===== config.mk =====
export PLATFORM = sky130hd
export DESIGN_NAME = ntp_disciplined_time_of_day_unit
export DESIGN_NICKNAME = d
export VERILOG_FILES = /design/src/hw/rtl/ntpd_pkg.sv /design/src/hw/rtl/ntp_disciplined_time_of_day_unit.sv /design/src/hw/rtl/ntpd_sync.sv /design/src/hw/rtl/ntpd_hms.sv
export SDC_FILE = /design/constraint.sdc
export NUM_CORES = 2
export LEC_CHECK = 0
export ABC_AREA = 0
export BUFFER_PORTS_ARGS = -buffer_cell sky130_fd_sc_hd__buf_2
export CORE_MARGIN = 3
export CORE_UTILIZATION = 25
export CTS_CLUSTER_SIZE = 20
export DETAILED_ROUTE_END_ITERATION = 12
export SLEW_MARGIN = 20
export SYNTH_ARGS = -nofsm -noshare
export SYNTH_HDL_FRONTEND = slang
export SYNTH_SLANG_ARGS = --single-unit

===== constraint.sdc =====
create_clock -name clk -period 39.5 [get_ports clk]
set_clock_uncertainty 0.15 [all_clocks]
set_input_delay 1.975 -clock clk [delete_from_list [all_inputs] [get_ports clk]]
set_output_delay 1.975 -clock clk [all_outputs]
set_load 0.02 [all_outputs]

===== src/hw/rtl/ntpd_pkg.sv =====
// shared types and constants for the ntp disciplined time-of-day unit
`default_nettype none

package ntpd_pkg;

  // seconds between 1900-01-01 and 1970-01-01
  localparam logic [31:0] UnixOffset    = 32'd2208988800;
  localparam logic [11:0] SecsPerHour   = 12'd3600;

  // reset values of the configuration registers
  localparam logic [31:0] AskIntervalRst = 32'd3600000;
  localparam logic [15:0] ReadDelayRst   = 16'd1000;

  // reciprocal constants: x / d == (x * Recip) >> Shift for any 32-bit x
  localparam logic [31:0] Recip1000 = 32'h10624DD3;
  localparam int          Shift1000 = 38;
  localparam logic [31:0] Recip60   = 32'h88888889;
  localparam int          Shift60   = 37;
  localparam logic [31:0] Recip3    = 32'hAAAAAAAB;
  localparam int          Shift3    = 33;

  // configuration register indexes
  typedef enum logic [1:0] {
    REG_ZONE_HOURS   = 2'd0,
    REG_TWELVE_HOUR  = 2'd1,
    REG_ASK_INTERVAL = 2'd2,
    REG_READ_DELAY   = 2'd3
  } cfg_reg_t;

  // what the sync stage hands on for one tick
  typedef struct packed {
    logic        send;
    logic [31:0] now;
    logic [31:0] epoch;
    logic [31:0] stamp;
  } sync_t;

  // broken-down time of day
  typedef struct packed {
    logic [4:0] hour;
    logic [5:0] minute;
    logic [5:0] second;
  } tod_t;

endpackage

`default_nettype wire


===== src/hw/rtl/ntp_disciplined_time_of_day_unit.sv =====
// top level of the ntp disciplined time-of-day unit
// path: an accepted tick transaction passes the input register, the sync stage,
//   the elapsed, seconds and local-time stages and the h/m/s split to out_valid
// throughput: one tick transaction per cycle while out_ready does not stall it,
//   set by the request and reply deadline update in the sync stage
// stall: the whole pipeline holds while a result waits and out_ready is low
// reset: synchronous, clears counters, deadlines, epoch and valid bits
`default_nettype none

module ntp_disciplined_time_of_day_unit (
  input  logic        clk,
  input  logic        rst,

  // configuration writes; the user must write only while the unit is idle, the block does not enforce it
  input  logic        cfg_we,
  input  logic [1:0]  cfg_index,
  input  logic [31:0] cfg_data,

  // one transaction per millisecond tick
  input  logic        in_valid,
  output logic        in_ready,
  input  logic        reply_ready,
  input  logic [31:0] reply_seconds,

  // one result transaction per tick
  output logic        out_valid,
  input  logic        out_ready,
  output logic        send_request,
  output logic        time_valid,
  output logic [31:0] local_seconds,
  output logic [4:0]  hour_out,
  output logic [5:0]  minute_out,
  output logic [5:0]  second_out
);

  localparam int HmsDepth = 4;

  // configuration registers; the zone is kept already scaled to seconds
  logic [31:0] zone_secs;
  logic        twelve_hour_mode;
  logic [31:0] ask_interval_ms;
  logic [15:0] read_delay_ms;
  logic [31:0] zone_ext;

  // whole pipeline moves together; a waiting result holds every stage
  logic        adv;
  logic [9:1]  stage_valid;

  // stage 1: input register
  logic        in_reply_ready;
  logic [31:0] in_reply_seconds;

  // stage 2: sync stage output
  ntpd_pkg::sync_t sync;

  // stage 3: elapsed milliseconds since the request that gave the epoch
  logic        send3;
  logic [31:0] epoch3;
  logic [31:0] elapsed3;

  // stage 4: elapsed whole seconds
  logic [63:0] ms_prod;
  logic        send4;
  logic [31:0] epoch4;
  logic [25:0] elapsed_secs4;

  // stage 5: local seconds, held while the epoch is zero
  logic        send5;
  logic        valid5;
  logic [31:0] held_local_seconds;

  // side pipe matching the h/m/s split
  logic        send_pipe  [HmsDepth];
  logic        valid_pipe [HmsDepth];
  logic [31:0] secs_pipe  [HmsDepth];

  ntpd_pkg::tod_t tod;

  assign adv       = !stage_valid[9] || out_ready;
  // no tick transaction is taken while reset is held
  assign in_ready  = adv && !rst;
  assign out_valid = stage_valid[9];

  assign zone_ext = {{27{cfg_data[4]}}, cfg_data[4:0]};

  always_ff @(posedge clk) begin
    if (rst) begin
      zone_secs        <= 32'd0;
      twelve_hour_mode <= 1'b0;
      ask_interval_ms  <= ntpd_pkg::AskIntervalRst;
      read_delay_ms    <= ntpd_pkg::ReadDelayRst;
    end else if (cfg_we) begin
      unique case (ntpd_pkg::cfg_reg_t'(cfg_index))
        ntpd_pkg::REG_ZONE_HOURS:   zone_secs <= zone_ext * {20'd0, ntpd_pkg::SecsPerHour};
        ntpd_pkg::REG_TWELVE_HOUR:  twelve_hour_mode <= cfg_data[0];
        ntpd_pkg::REG_ASK_INTERVAL: ask_interval_ms  <= cfg_data;
        ntpd_pkg::REG_READ_DELAY:   read_delay_ms    <= cfg_data[15:0];
      endcase
    end
  end

  always_ff @(posedge clk) begin
    if (rst) begin
      stage_valid <= '0;
    end else if (adv) begin
      stage_valid <= {stage_valid[8:1], in_valid};
    end
  end

  always_ff @(posedge clk) begin
    if (adv) begin
      in_reply_ready   <= reply_ready;
      in_reply_seconds <= reply_seconds;
    end
  end

  ntpd_sync u_sync (
    .clk             (clk),
    .rst             (rst),
    .en              (adv),
    .item_valid      (stage_valid[1]),
    .reply_ready     (in_reply_ready),
    .reply_seconds   (in_reply_seconds),
    .ask_interval_ms (ask_interval_ms),
    .read_delay_ms   (read_delay_ms),
    .sync            (sync)
  );

  always_ff @(posedge clk) begin
    if (adv) begin
      send3    <= sync.send;
      epoch3   <= sync.epoch;
      elapsed3 <= sync.now - sync.stamp;
    end
  end

  // divide by 1000 through the reciprocal
  assign ms_prod = 64'(elapsed3) * 64'(ntpd_pkg::Recip1000);

  always_ff @(posedge clk) begin
    if (adv) begin
      send4         <= send3;
      epoch4        <= epoch3;
      elapsed_secs4 <= ms_prod[ntpd_pkg::Shift1000 +: 26];
    end
  end

  always_ff @(posedge clk) begin
    if (adv) begin
      send5  <= send4;
      valid5 <= epoch4 != 32'd0;
    end
  end

  // last good local time stays put while no usable epoch is held
  always_ff @(posedge clk) begin
    if (rst) begin
      held_local_seconds <= 32'd0;
    end else if (adv && stage_valid[4] && (epoch4 != 32'd0)) begin
      held_local_seconds <= epoch4 + zone_secs + {6'd0, elapsed_secs4};
    end
  end

  ntpd_hms u_hms (
    .clk         (clk),
    .en          (adv),
    .twelve_hour (twelve_hour_mode),
    .secs        (held_local_seconds),
    .tod         (tod)
  );

  always_ff @(posedge clk) begin
    if (adv) begin
      send_pipe[0]  <= send5;
      valid_pipe[0] <= valid5;
      secs_pipe[0]  <= held_local_seconds;
      for (int i = 1; i < HmsDepth; i++) begin
        send_pipe[i]  <= send_pipe[i-1];
        valid_pipe[i] <= valid_pipe[i-1];
        secs_pipe[i]  <= secs_pipe[i-1];
      end
    end
  end

  assign send_request  = send_pipe[HmsDepth-1];
  assign time_valid    = valid_pipe[HmsDepth-1];
  assign local_seconds = secs_pipe[HmsDepth-1];
  assign hour_out      = tod.hour;
  assign minute_out    = tod.minute;
  assign second_out    = tod.second;

endmodule

`default_nettype wire


===== src/hw/rtl/ntpd_sync.sv =====
// request scheduling, reply capture and millisecond counter
`default_nettype none

module ntpd_sync (
  input  logic           clk,
  input  logic           rst,
  input  logic           en,
  input  logic           item_valid,
  input  logic           reply_ready,
  input  logic [31:0]    reply_seconds,
  input  logic [31:0]    ask_interval_ms,
  input  logic [15:0]    read_delay_ms,
  output ntpd_pkg::sync_t sync
);

  logic [31:0] ms_counter;
  logic [31:0] ask_deadline;
  logic [31:0] read_deadline;
  logic        reply_taken;
  logic [31:0] epoch_seconds;
  logic [31:0] epoch_stamp;
  logic [31:0] request_stamp;

  logic [31:0] ask_deadline_next;
  logic [31:0] read_deadline_next;
  logic        reply_taken_next;
  logic [31:0] epoch_seconds_next;
  logic [31:0] epoch_stamp_next;
  logic [31:0] request_stamp_next;

  logic        ask_fire;
  logic        send;
  logic [31:0] read_armed;
  logic        read_fire;

  always_comb begin
    ask_fire           = (ms_counter > ask_deadline) || !reply_taken;
    send               = ask_fire && (read_deadline == 32'd0);
    ask_deadline_next  = ask_fire ? ms_counter + ask_interval_ms : ask_deadline;
    read_armed         = send ? ms_counter + {16'd0, read_delay_ms} : read_deadline;
    request_stamp_next = send ? ms_counter : request_stamp;

    // a freshly armed deadline that wrapped past zero fires at once
    read_fire          = (read_armed != 32'd0) && (ms_counter > read_armed);

    read_deadline_next = read_fire ? 32'd0 : read_armed;
    reply_taken_next   = reply_taken;
    epoch_seconds_next = epoch_seconds;
    epoch_stamp_next   = epoch_stamp;
    if (read_fire) begin
      reply_taken_next = reply_ready;
      if (reply_ready) begin
        epoch_seconds_next = reply_seconds - ntpd_pkg::UnixOffset;
        epoch_stamp_next   = request_stamp_next;
      end
    end
  end

  always_ff @(posedge clk) begin
    if (rst) begin
      ms_counter    <= 32'd0;
      ask_deadline  <= 32'd0;
      read_deadline <= 32'd0;
      reply_taken   <= 1'b0;
      epoch_seconds <= 32'd0;
      epoch_stamp   <= 32'd0;
      request_stamp <= 32'd0;
    end else if (en && item_valid) begin
      ms_counter    <= ms_counter + 32'd1;
      ask_deadline  <= ask_deadline_next;
      read_deadline <= read_deadline_next;
      reply_taken   <= reply_taken_next;
      epoch_seconds <= epoch_seconds_next;
      epoch_stamp   <= epoch_stamp_next;
      request_stamp <= request_stamp_next;
    end
  end

  always_ff @(posedge clk) begin
    if (en) begin
      sync.send  <= send;
      sync.now   <= ms_counter;
      sync.epoch <= epoch_seconds_next;
      sync.stamp <= epoch_stamp_next;
    end
  end

endmodule

`default_nettype wire


===== src/hw/rtl/ntpd_hms.sv =====
// four-stage split of a seconds count into hours, minutes and seconds
`default_nettype none

module ntpd_hms (
  input  logic          clk,
  input  logic          en,
  input  logic          twelve_hour,
  input  logic [31:0]   secs,
  output ntpd_pkg::tod_t tod
);

  // stage a: total minutes
  logic [63:0] q60_prod;
  logic [26:0] q60_a;
  logic [31:0] secs_a;

  // stage b: seconds, total hours
  logic [63:0] qh_prod;
  logic [31:0] q60x60;
  logic [31:0] sec_diff;
  logic [26:0] q60_b;
  logic [20:0] qh_b;
  logic [5:0]  sec_b;

  // stage c: minutes, days
  logic [63:0] qd_prod;
  logic [26:0] qhx60;
  logic [26:0] min_diff;
  logic [20:0] qh_c;
  logic [15:0] qd_c;
  logic [5:0]  min_c;
  logic [5:0]  sec_c;

  // stage d: hour of day
  logic [20:0] qdx24;
  logic [20:0] hour_diff;
  logic [4:0]  hour24;
  logic [4:0]  hour_shown;

  assign q60_prod = 64'(secs) * 64'(ntpd_pkg::Recip60);

  always_ff @(posedge clk) begin
    if (en) begin
      q60_a  <= q60_prod[ntpd_pkg::Shift60 +: 27];
      secs_a <= secs;
    end
  end

  always_comb begin
    qh_prod  = 64'({5'd0, q60_a}) * 64'(ntpd_pkg::Recip60);
    q60x60   = 32'({q60_a, 6'd0}) - 32'({q60_a, 2'd0});
    sec_diff = secs_a - q60x60;
  end

  always_ff @(posedge clk) begin
    if (en) begin
      q60_b <= q60_a;
      qh_b  <= qh_prod[ntpd_pkg::Shift60 +: 21];
      sec_b <= sec_diff[5:0];
    end
  end

  // hours modulo 24 is (hours / 8) / 3 taken back out
  always_comb begin
    qd_prod  = 64'({14'd0, qh_b[20:3]}) * 64'(ntpd_pkg::Recip3);
    qhx60    = 27'({qh_b, 6'd0}) - 27'({qh_b, 2'd0});
    min_diff = q60_b - qhx60;
  end

  always_ff @(posedge clk) begin
    if (en) begin
      qh_c  <= qh_b;
      qd_c  <= qd_prod[ntpd_pkg::Shift3 +: 16];
      min_c <= min_diff[5:0];
      sec_c <= sec_b;
    end
  end

  always_comb begin
    qdx24     = 21'({qd_c, 4'd0}) + 21'({qd_c, 3'd0});
    hour_diff = qh_c - qdx24;
    hour24    = hour_diff[4:0];
    hour_shown = hour24;
    if (twelve_hour) begin
      if (hour24 == 5'd0) begin
        hour_shown = 5'd12;
      end else if (hour24 > 5'd12) begin
        hour_shown = hour24 - 5'd12;
      end
    end
  end

  always_ff @(posedge clk) begin
    if (en) begin
      tod.hour   <= hour_shown;
      tod.minute <= min_c;
      tod.second <= sec_c;
    end
  end

endmodule

`default_nettype wire

==> flow_metrics.py <==
metrics = {
    "critical_path": {
        "cp-end-kind": "flip-flop",
        "path_class": "reg2reg",
        "worst-r2r-setup-slack_ns": 31.23,
        "cpPeakStageDelay_ns": 0.83,
        "cp_max_fo": 11,
        "crit_family": "adder cells",
        "r2r-end": "elapsed_secs4[22]",
        "cpMostUsedCell": "fa_1",
        "crit_chain": "ha_1 > fa_1 > fa_1 > inv_1 > fa_1 > inv_1 > fa_1 > fa_1 > fa_1 > inv_1 > fa_1 > inv_1 > ha_1 > a21oi_1 > nor2b_1 > o21ai_0 > a211oi_1 > and2_1 > a311oi_1 > a21o_1 > a21oi_1 > a41oi_1 > a21oi_1 > or2_2",
        "crit_cells": 24,
        "worstPathArrival_ns": 8.58,
        "timing.critical_path.buf_inv": 4,
        "worstPathRequired_ns": 39.81,
        "rr_worst_depth": 24,
        "r2r-start": "elapsed3[9]",
        "crit_slowest_cell": "edfxtp_1",
        "startpoint_type": "flip-flop",
    },
    "clock_network": {
        "cts_resized": 0,
        "cts_tree": "done",
        "cts.sinks": 788,
        "clkLatencyLatePin_ns": 0.73,
        "htreeDepth": 3,
        "path_clk_slew_ns": 0.06,
        "tritoncts.num_buffers": 86,
        "cts_hold_buf": 0,
        "clock_path_buffers": 3,
        "cts-root-buf": "clkbuf_16",
        "post-cts-setup-buffer-count": 0,
    },
    "detailed_routing": {
        "wl_met3_mm": 8.12,
        "top_layer_used": "met4",
        "drc": 0,
        "dr_wl_met2_mm": 85.6,
        "vias": 46679,
        "wl_met1_mm": 83.9,
        "drtIter0Drc": 2837,
        "ant_nets": 0,
        "viasPerCell": 4.52,
        "routedWlPerCell_um": 17.6,
        "wirelength_mm": 182,
        "firstDrtPassIters": 8,
    },
    "power": {
        "leakagePower_nw": 39.6,
        "power.density_nw_per_um2": 43.8,
        "ir_drop_mv": 0.0498,
    },
    "hold_path": {
        "min_to": "secs_pipe[2][10]",
        "holdPathStages": 0,
        "min_path_type": "reg2reg",
        "min_from": "secs_pipe[1][10]",
    },
    "floorplan": {
        "num_io_pins": 125,
        "dieArea_um2": 281000,
        "die_w_um": 530,
        "core_region_area_um2": 272000,
        "initial_utilization_pct": 25.3,
        "rows": 191,
        "die_h_um": 530,
    },
    "finish": {
        "layout-drive-gt1-share_pct": 5.58,
        "largest_reg_flops": 117,
        "top_register": "secs_pipe",
        "nets": 8601,
        "synthToLayoutAreaGrowth_pct": 11.6,
        "multi_input_area_um2": 43000,
        "largestRegisters": "secs_pipe: 117 flops, u_sync.sync: 97 flops",
        "nFillCells": 28218,
        "seq_area_um2": 20600,
    },
    "synthesis": {
        "synthTopCellsByCount": "inv_1, ha_1, fa_1, edfxtp_1, nand2_1",
        "yosysUniqueCellTypes": 81,
        "yosysTopAreaCellShare_pct": 21.3,
        "ys_warn_count": 0,
        "synth-edff-count": 479,
        "yosys-top-cells-area": "ha_1, edfxtp_1, fa_1, dfxtp_1, inv_1",
        "ys_dominant_reg_cell": "edfxtp_1",
        "synth_nets": 8471,
        "ys_seq_area_share_pct": 29.9,
        "async_reset_ff_share_pct": 0,
        "netlist_area_um2": 68800,
        "synth_top_area_cell": "ha_1",
        "yosysMostFrequentCell": "inv_1",
        "syn_inst": 6559,
        "ys_ff_latch": 788,
        "syn_avg_cell_area_um2": 10.5,
    },
    "timing": {
        "fmax_mhz": 121,
        "finalCritPeriodShare_pct": 20.9,
        "worst_slew_pin_slew_ns": 1.13,
        "min_period_ns": 8.27,
        "rsz0062_at_grt": "false",
        "setup_tns_ns": 0,
        "setup_viol": 0,
        "relSlewSlack_pct": 24.9,
        "worst_slack_ns": 31.23,
        "finalHoldViolCount": 0,
        "final_max_slew_viol_count": 0,
    },
    "global_route": {
        "gr-total-overflow": 0,
        "track_usage_pct": 12.9,
        "grt_pass1_vias": 48484,
        "grt_max_degree": 98,
        "grt_pass1_wl_mm": 283,
        "antenna_found_initial": 12,
    },
    "place": {
        "pre_cts_slack_ns": 31.16,
        "place_hpwl_mm": 144,
        "gp_congestion": 0.891,
        "port_buffers": 124,
    },
    "run_status": {
        "status": "finished, final reports clean",
    },
    "job": {
        "drv_cap": 0,
    },
}
==> cells in the final DEF, fill, tap and decap left out, types with 16 or more instances in the layout <==
cell type  count
a21oi_1      391
xor2_1        91
buf_2        123
mux2_2        17
or3_1         16
inv_1       1258
nand4_1       49
and3_1        27
clkbuf_16     88
o21bai_1      32
nand2_1      426
ha_1        1170
xnor2_1      149
buf_4         52
o21ai_0      162
a21boi_0      16
edfxtp_1     479
nand2b_1      23
nor3_1       139
a21o_1       130
mux2i_1       38
nand3_1       87
nor2_1       301
o211ai_1      18
a31oi_1       24
mux2_1        50
a211oi_1      37
o21a_1        57
nor2b_1       32
dfxtp_1      309
nor4_1        29
fa_1         670
==> area by class of cell <==
class	instances	share of cell area (%)
inverter	1260	6.17
tap	3570	5.82
timing repair buffer	176	1.33
sequential	788	26.8
antenna	5	0.0163
clock buffer	108	3.06
clock inverter	50	0.742
multi-input combinational	4377	56.1
==> logic make-up after synthesis <==
group | share of synthesized area, %
AOI/OAI and AO/OA | 8.95
xor gates and xnor gates | 3.06
adders and majority gates | 40.8
buffers and inverters | 7.64
DFF | 29.9
muxes | 1.65
and+or+nand+nor | 7.98
==> how the worst max path moves through the flow <==
| stage | startpoint | end |
|---|---|---|
| after CTS | elapsed3[9] | elapsed_secs4[22] |
| after global routing | elapsed3[10] | elapsed_secs4[12] |
| final | elapsed3[9] | elapsed_secs4[22] |
| after detailed placement | elapsed3[9] | elapsed_secs4[22] |
| after floorplan | out_ready | u_sync.ms_counter[25] |
| after global placement | elapsed3[8] | elapsed_secs4[12] |
==> report_power, final <==
part,switching [mW],total [mW],internal [mW]
Sequential,0.0566,0.983,0.927
Clock,0.372,0.841,0.469
Combinational,0.924,1.54,0.616
==> metal layers <==
metal	vias up	track usage [%]
met2	1009	21.7
met3	230	1.78
met4	0	2.87
met5	-	0
met1	23149	17.4
li1	22291	-
==> metrics by stage <==
step | util (%) | total power [mW] | hold WS (ns) | instances | cell area (um^2)
after global routing | 28.2 | 3.65 | 0.272 | 10330 | 76700
after floorplan | - | 2.08 | 0.250 | 6559 | 68800
after CTS | 28.2 | 3.41 | 0.264 | 10329 | 76700
after detailed placement | 27.1 | 2.53 | 0.255 | 10171 | 73800
after global placement | 27.1 | 2.52 | 0.254 | 10171 | 73800
final | 28.2 | 3.36 | 0.265 | 10334 | 76700
Power figures use the tool's default switching activity.
